[config.mk]
export PLATFORM = sky130hd
export DESIGN_NAME = cbgi_axis
export DESIGN_NICKNAME = d
export VERILOG_FILES = /design/src/rtl/core/cbgi_pkg.sv /design/src/rtl/core/cbgi_axis.sv
export SDC_FILE = /design/constraint.sdc
export NUM_CORES = 2
export LEC_CHECK = 0
export BUFFER_PORTS_ARGS = -buffer_cell sky130_fd_sc_hd__buf_4
export CAP_MARGIN = 20
export CORE_MARGIN = 1.5
export CORE_UTILIZATION = 56
export CTS_BUF_LIST = sky130_fd_sc_hd__clkbuf_4
export DETAILED_ROUTE_END_ITERATION = 10
export GPL_TIMING_DRIVEN = 0
export PLACE_DENSITY = 0.83
export SYNTH_ARGS = -nofsm -noshare
export SYNTH_HDL_FRONTEND = slang
export SYNTH_SLANG_ARGS = --single-unit
[constraint.sdc]
create_clock -name clk -period 19.7 [get_ports clk]
set_clock_uncertainty 0.2 [all_clocks]
set_input_delay 1.97 -clock clk [delete_from_list [all_inputs] [get_ports clk]]
set_output_delay 1.97 -clock clk [all_outputs]
set_load 0.01 [all_outputs]
[src/rtl/core/cbgi_pkg.sv]
// Package: shared constants and types for the bilinear grid interpolator.
package cbgi_pkg;

    localparam int MAX_ROWS = 256;
    localparam int MAX_COLS = 256;
    localparam int ROW_W    = $clog2(MAX_ROWS);
    localparam int COL_W    = $clog2(MAX_COLS);
    localparam int IDX_W    = (ROW_W > COL_W) ? ROW_W : COL_W;
    localparam int CNT_W    = IDX_W + 1;
    localparam int BANK_D   = (MAX_ROWS / 2) * (MAX_COLS / 2);
    localparam int BANK_AW  = $clog2(BANK_D);
    localparam int DIV_Q    = IDX_W + 16;  // quotient bits: cell index and 16 fraction bits

    localparam logic [3:0] REG_ORIGIN_X1  = 4'd0;
    localparam logic [3:0] REG_ORIGIN_X2  = 4'd1;
    localparam logic [3:0] REG_SPACING_X1 = 4'd2;
    localparam logic [3:0] REG_SPACING_X2 = 4'd3;
    localparam logic [3:0] REG_ROWS_USED  = 4'd4;
    localparam logic [3:0] REG_COLS_USED  = 4'd5;

    localparam logic CMD_LOAD  = 1'b0;
    localparam logic CMD_QUERY = 1'b1;

    // Per-axis location result
    typedef struct packed {
        logic        outside;
        logic [11:0] idx;
        logic [16:0] frac;   // Q0.16, 65536 means one
    } axis_loc_t;

endpackage

[src/rtl/core/cbgi_axis.sv]
// Axis locator: extent test, pipelined restoring divide, clamping.
module cbgi_axis (
    input  logic                       clk,
    input  logic signed [31:0]         coord,
    input  logic signed [31:0]         origin,
    input  logic [30:0]                spacing,
    input  logic [cbgi_pkg::CNT_W-1:0] count,
    output cbgi_pkg::axis_loc_t        loc
);
    localparam int NQ = cbgi_pkg::DIV_Q;

    // stage 0: offset, extent, u and divisor
    logic [49:0]           rem_reg [NQ+1];   // running remainder, u scaled by 2^16
    logic [32:0]           dv_reg [NQ+1];    // 2*spacing
    logic [NQ-1:0]         q_reg [NQ+1];
    logic                  neg_reg [NQ+1];
    logic                  out_reg [NQ+1];
    logic [cbgi_pkg::CNT_W-1:0] cnt_reg [NQ+1];

    logic signed [33:0] d;
    logic [30:0]        s;
    logic [42:0]        ext;
    logic signed [34:0] u;

    always_comb
    begin
        s   = (spacing == 31'd0) ? 31'd1 : spacing;
        d   = 34'(coord) - 34'(origin);
        ext = 43'(count) * 43'(s);
        u   = 35'(d) * 35'sd2 - 35'($signed({1'b0, s}));
    end

    always_ff @(posedge clk)
    begin
        out_reg[0] <= d[33] || (43'(d) > ext);
        neg_reg[0] <= u[34];
        rem_reg[0] <= {u[33:0], 16'd0};
        dv_reg[0]  <= {s, 1'b0};
        q_reg[0]   <= '0;
        cnt_reg[0] <= count;
    end

    // One quotient bit per stage: u*2^16 / (2s), index in the top bits, fraction below.
    for (genvar k = 0; k < NQ; k++)
    begin : g_div
        localparam int SH = NQ - 1 - k;
        logic [56:0] num;
        logic [56:0] den;
        always_comb
        begin
            num = 57'(rem_reg[k]);
            den = 57'(dv_reg[k]) << SH;
        end
        always_ff @(posedge clk)
        begin
            if (num >= den)
            begin
                rem_reg[k+1] <= 50'(num - den);
                q_reg[k+1]   <= q_reg[k] | (NQ'(1) << SH);
            end
            else
            begin
                rem_reg[k+1] <= rem_reg[k];
                q_reg[k+1]   <= q_reg[k];
            end
            dv_reg[k+1]  <= dv_reg[k];
            neg_reg[k+1] <= neg_reg[k];
            out_reg[k+1] <= out_reg[k];
            cnt_reg[k+1] <= cnt_reg[k];
        end
    end

    logic [11:0] qi;
    logic [11:0] lim;
    always_comb
    begin
        qi  = 12'(q_reg[NQ] >> 16);
        lim = 12'(cnt_reg[NQ] - cbgi_pkg::CNT_W'(2));
        loc.outside = out_reg[NQ];
        if (neg_reg[NQ])
        begin
            loc.idx  = '0;
            loc.frac = '0;
        end
        else if (qi > lim)
        begin
            loc.idx  = lim;
            loc.frac = 17'h10000;
        end
        else
        begin
            loc.idx  = qi;
            loc.frac = {1'b0, q_reg[NQ][15:0]};
        end
    end
endmodule

==> results list <==
- The core region is 188,000 sq um.
* Chip height: 438 microns
* RSZ-0062 raised after global routing: false
- Syn-to-layout area delta: 10.3%
- Startpoint of the worst setup timing path: spacing[15]
* Launch point of the worst hold path: dv_reg[2][229]
- Chip width: 438 microns
- Starting Density: 56.5%
* Clk_lat worst skew: 1.43 ns
- Clock transition at the registers of the reported paths: 0.07 ns
- Setup violations remaining at the end of the flow were counted as 0.
* Part of the total power dissipated in the clock network: 18.3%
- Number of search-and-repair iterations in the first detailed-routing pass: 6
- Most used flip-flop cell after synthesis: sky130_fd_sc_hd__dfxtp_1
* Placed standard-cell area: 110,000 sq um
- NetSw: 8.56 mW
- Via count of the first global-routing pass: 84,100
- Reg power frac: 32.8%
* Standard-cell rows: 159
- Number of cells on the worst hold path: 0
- First-pass GRT wire length: 447,000 microns
- Crit path capture type: flip-flop
* WL final: 287,000 microns
- Largest net degree at the start of global routing: 17
* Final Hold Viols: 0
- At the end of routability-driven placement, the weighted congestion stood at 0.957.
- Final min period: 10.35 ns
- Dividing total power by cell area gives a power density of 177 nW/um^2.
* Synthesized area divided by synthesized cell count: 9.35 sq um
- Biggest cell delay along the critical path: 0.62 ns
* Count of port buffers added during placement: 130
- After synthesis the netlist holds a flip-flop and latch count of 2,231.
- Data arrival time of the critical path: 11.23 ns
* Standby leakage power: 55.3 nW
- Setup total negative slack on the finished layout was measured at 0 ns.
- The number of antenna violations at the first check in global routing came to 12.
- Total clock buffers created by CTS: 567
* Reg-to-reg slack, setup: 14.42 ns
* Tightest Pin Transition: 1.11 ns
* Final cycle utilization of the critical path: 52.5%
* Largest fanout on the critical path: 11
- The worst-case IR drop observed on VDD is 0.0942 mV.
- Once detail routing completed, the nets flagged for antenna violations numbered 0.
* Cells on worst reg2reg path: 12
- Total global-route track usage: 29.3%
- Netlist area before placement: 106,000 sq um
- # nets final: 13,300
* Number of DRC violations after detailed routing: 0
- The synthesized design contains 0 enable-type register cells.
* Post-DP HPWL: 225,000 microns
- Rel. slew slack: 25.7%
- The cell sitting at the root of the clock tree is a sky130_fd_sc_hd__clkbuf_4.
- Routed wire per std cell: 19.2 microns
* DIE AREA: 192,000 sq um
* Worst Path Required: 20.58 ns
* Worst Setup Start Kind: primary input
- Proportion of power drawn by combinational gates: 48.9%
- Of the cells placed in the final design, the portion with a size suffix greater than 1 is 10.3%.
* Max Slew Vio Count: 0
- After synthesis, flip-flops and latches occupy 42.1% of the total area.
* Highest-delay cell along the critical path: sky130_fd_sc_hd__o31ai_1
- Number of setup buffers added after CTS: 0
- Result of the run: finished clean
- Flip-flop count of the largest register, all copies and words added: 920
- Worst setup slack before clock tree synthesis: 8.22 ns
- The endpoint identified for the worst register-to-register timing path is rem_reg[2][18].
- The worst hold path terminates at dv_reg[2][262].
* Total vias in the final route: 83,400
- Vias/cell: 5.58
- Fraction of registers with async set or reset after synthesis: 0%
- Switching Fraction: 41.2%
- Once layout is done, the placed cells without fillers occupy 117,000 sq um.
- Counting every instance in the synthesized netlist gives 11,400.
- Maximum capacitance violations: 0
* Post-CTS sizing: 0
* Hold bufs inserted after CTS: 0
- Drt initial violations: 5,879
* Worst setup path class: primary input to flip-flop
- The synthesized netlist contains 104 unique library cells.
- After global routing the overflow that remains totals 0.
- For this design the top-level I/O count stands at 135.
- TritonCTS built the clock tree.
* Clock sink count: 2,231
* Maximum number of buffers from clock root to sink: 4
* Warnings from Yosys: 0
* Most frequent cell on the critical path: sky130_fd_sc_hd__fa_1
- Timing would allow up to 96.6 MHz.
* Reg2reg start: dv_reg[1][242]
* Worst Slack Setup Final: 9.35 ns
- Number of filler cells placed in the layout: 16,000
- In this run the worst hold path is classified as flip-flop to flip-flop.
- Cell Int Power: 12.2 mW
- Max H-tree Level: 6
## worst max-delay path: cells and delay by family
| family | cells | cell delay, ns |
|---|---|---|
| XOR/XNOR | 1 | 0.15 |
| buffers and inverters | 5 | 0.87 |
| AO/OA/AOI/OAI | 12 | 3.43 |
| AND/OR/NAND/NOR | 9 | 1.96 |
| adder cells (fa/ha/maj) | 6 | 2.82 |
## worst max-delay path by stage
stage	endpoint	depth (start not counted)
floorplan	out_reg[0][0]	32
global placement	out_reg[0][0]	33
detailed placement	out_reg[0][0]	33
CTS	out_reg[0][0]	33
global route	out_reg[0][0]	33
finish	out_reg[0][0]	33
## routing by layer
| layer | GRT usage (%) | wire, microns |
|---|---|---|
| met1 | 34.7 | 117000 |
| met3 | 5.43 | 17200 |
| met2 | 50.7 | 139000 |
| met5 | 0 | 36 |
| met4 | 14.8 | 13700 |
## cell usage in the layout, fill, tap and decap left out, types with 143 or more instances in the layout
| master | count |
|---|---|
| sky130_fd_sc_hd__nor2_1 | 592 |
| sky130_fd_sc_hd__nand2_1 | 839 |
| sky130_fd_sc_hd__ha_1 | 900 |
| sky130_fd_sc_hd__clkbuf_1 | 216 |
| sky130_fd_sc_hd__xnor2_1 | 463 |
| sky130_fd_sc_hd__a21o_1 | 439 |
| sky130_fd_sc_hd__xor2_1 | 354 |
| sky130_fd_sc_hd__mux2_2 | 152 |
| sky130_fd_sc_hd__inv_1 | 1255 |
| sky130_fd_sc_hd__and2_1 | 223 |
| sky130_fd_sc_hd__fa_1 | 228 |
| sky130_fd_sc_hd__nand3_1 | 160 |
| sky130_fd_sc_hd__clkbuf_4 | 765 |
| sky130_fd_sc_hd__a21oi_1 | 804 |
| sky130_fd_sc_hd__o21ai_0 | 682 |
| sky130_fd_sc_hd__nor3_1 | 148 |
| sky130_fd_sc_hd__nor2b_1 | 143 |
| sky130_fd_sc_hd__dfxtp_1 | 2231 |
## power groups by stage
| stage | clock network (mW) | logic, mW | registers [mW] |
|---|---|---|---|
| final | 3.79 | 10.2 | 6.82 |
| after global routing | 4.15 | 11.3 | 6.91 |
| after CTS | 3.91 | 10.0 | 6.81 |
| after detailed placement | 0 | 9.94 | 6.90 |
| after global placement | 0 | 9.74 | 6.88 |
| after floorplan | 0 | 7.74 | 6.41 |
## cell type report
class,instances,area (sq um),area share [%]
inverters,1257,4720,4.03
multi-input cells,7592,55600,47.5
clock buffers,765,5740,4.90
well taps,2495,3120,2.67
clock inverters,177,1070,0.917
plain buffers,281,1170,1.00
diodes,10,25.0,0.0214
flip-flops and latches,2231,44700,38.1
repair buffers,135,1010,0.862
## logic make-up after synthesis
logic type	after synthesis	synth area share (%)
buffers and inverters	1538	5.55
AND/OR/NAND/NOR	2757	12.8
XOR/XNOR	817	6.74
AO/OA/AOI/OAI	2707	16.0
adder cells (fa/ha/maj)	1128	14.9
flip-flops	2231	42.1
other	1	0.00353
multiplexers	179	1.95
## cells in the mapped netlist, drive strengths merged, types with 223 or more instances
cell | number | share of area [%]
dfxtp | 2231 | 42
inv | 1257 | 4.4
ha | 900 | 11
nand2 | 839 | 3.0
a21oi | 809 | 3.8
o21ai | 707 | 3.3
nor2 | 594 | 2.1
xnor2 | 463 | 3.8
a21o | 439 | 3.1
xor2 | 354 | 2.9
fa | 228 | 4.3
and2 | 223 | 1.3
## per-stage QoR
stage / hold WS (ns) / cells / power [mW] / utilization, %
after global placement: 0.110 / 14000 / 16.6 / 58.6
after floorplan: 0.110 / 11400 / 14.1 / -
after detailed placement: 0.112 / 14000 / 16.8 / 58.7
after CTS: 0.0340 / 14900 / 20.8 / 62.3
final: 0.0239 / 14900 / 20.8 / 62.3
after global routing: 0.0303 / 14900 / 22.3 / 62.3
Power figures use the tool's default switching activity.
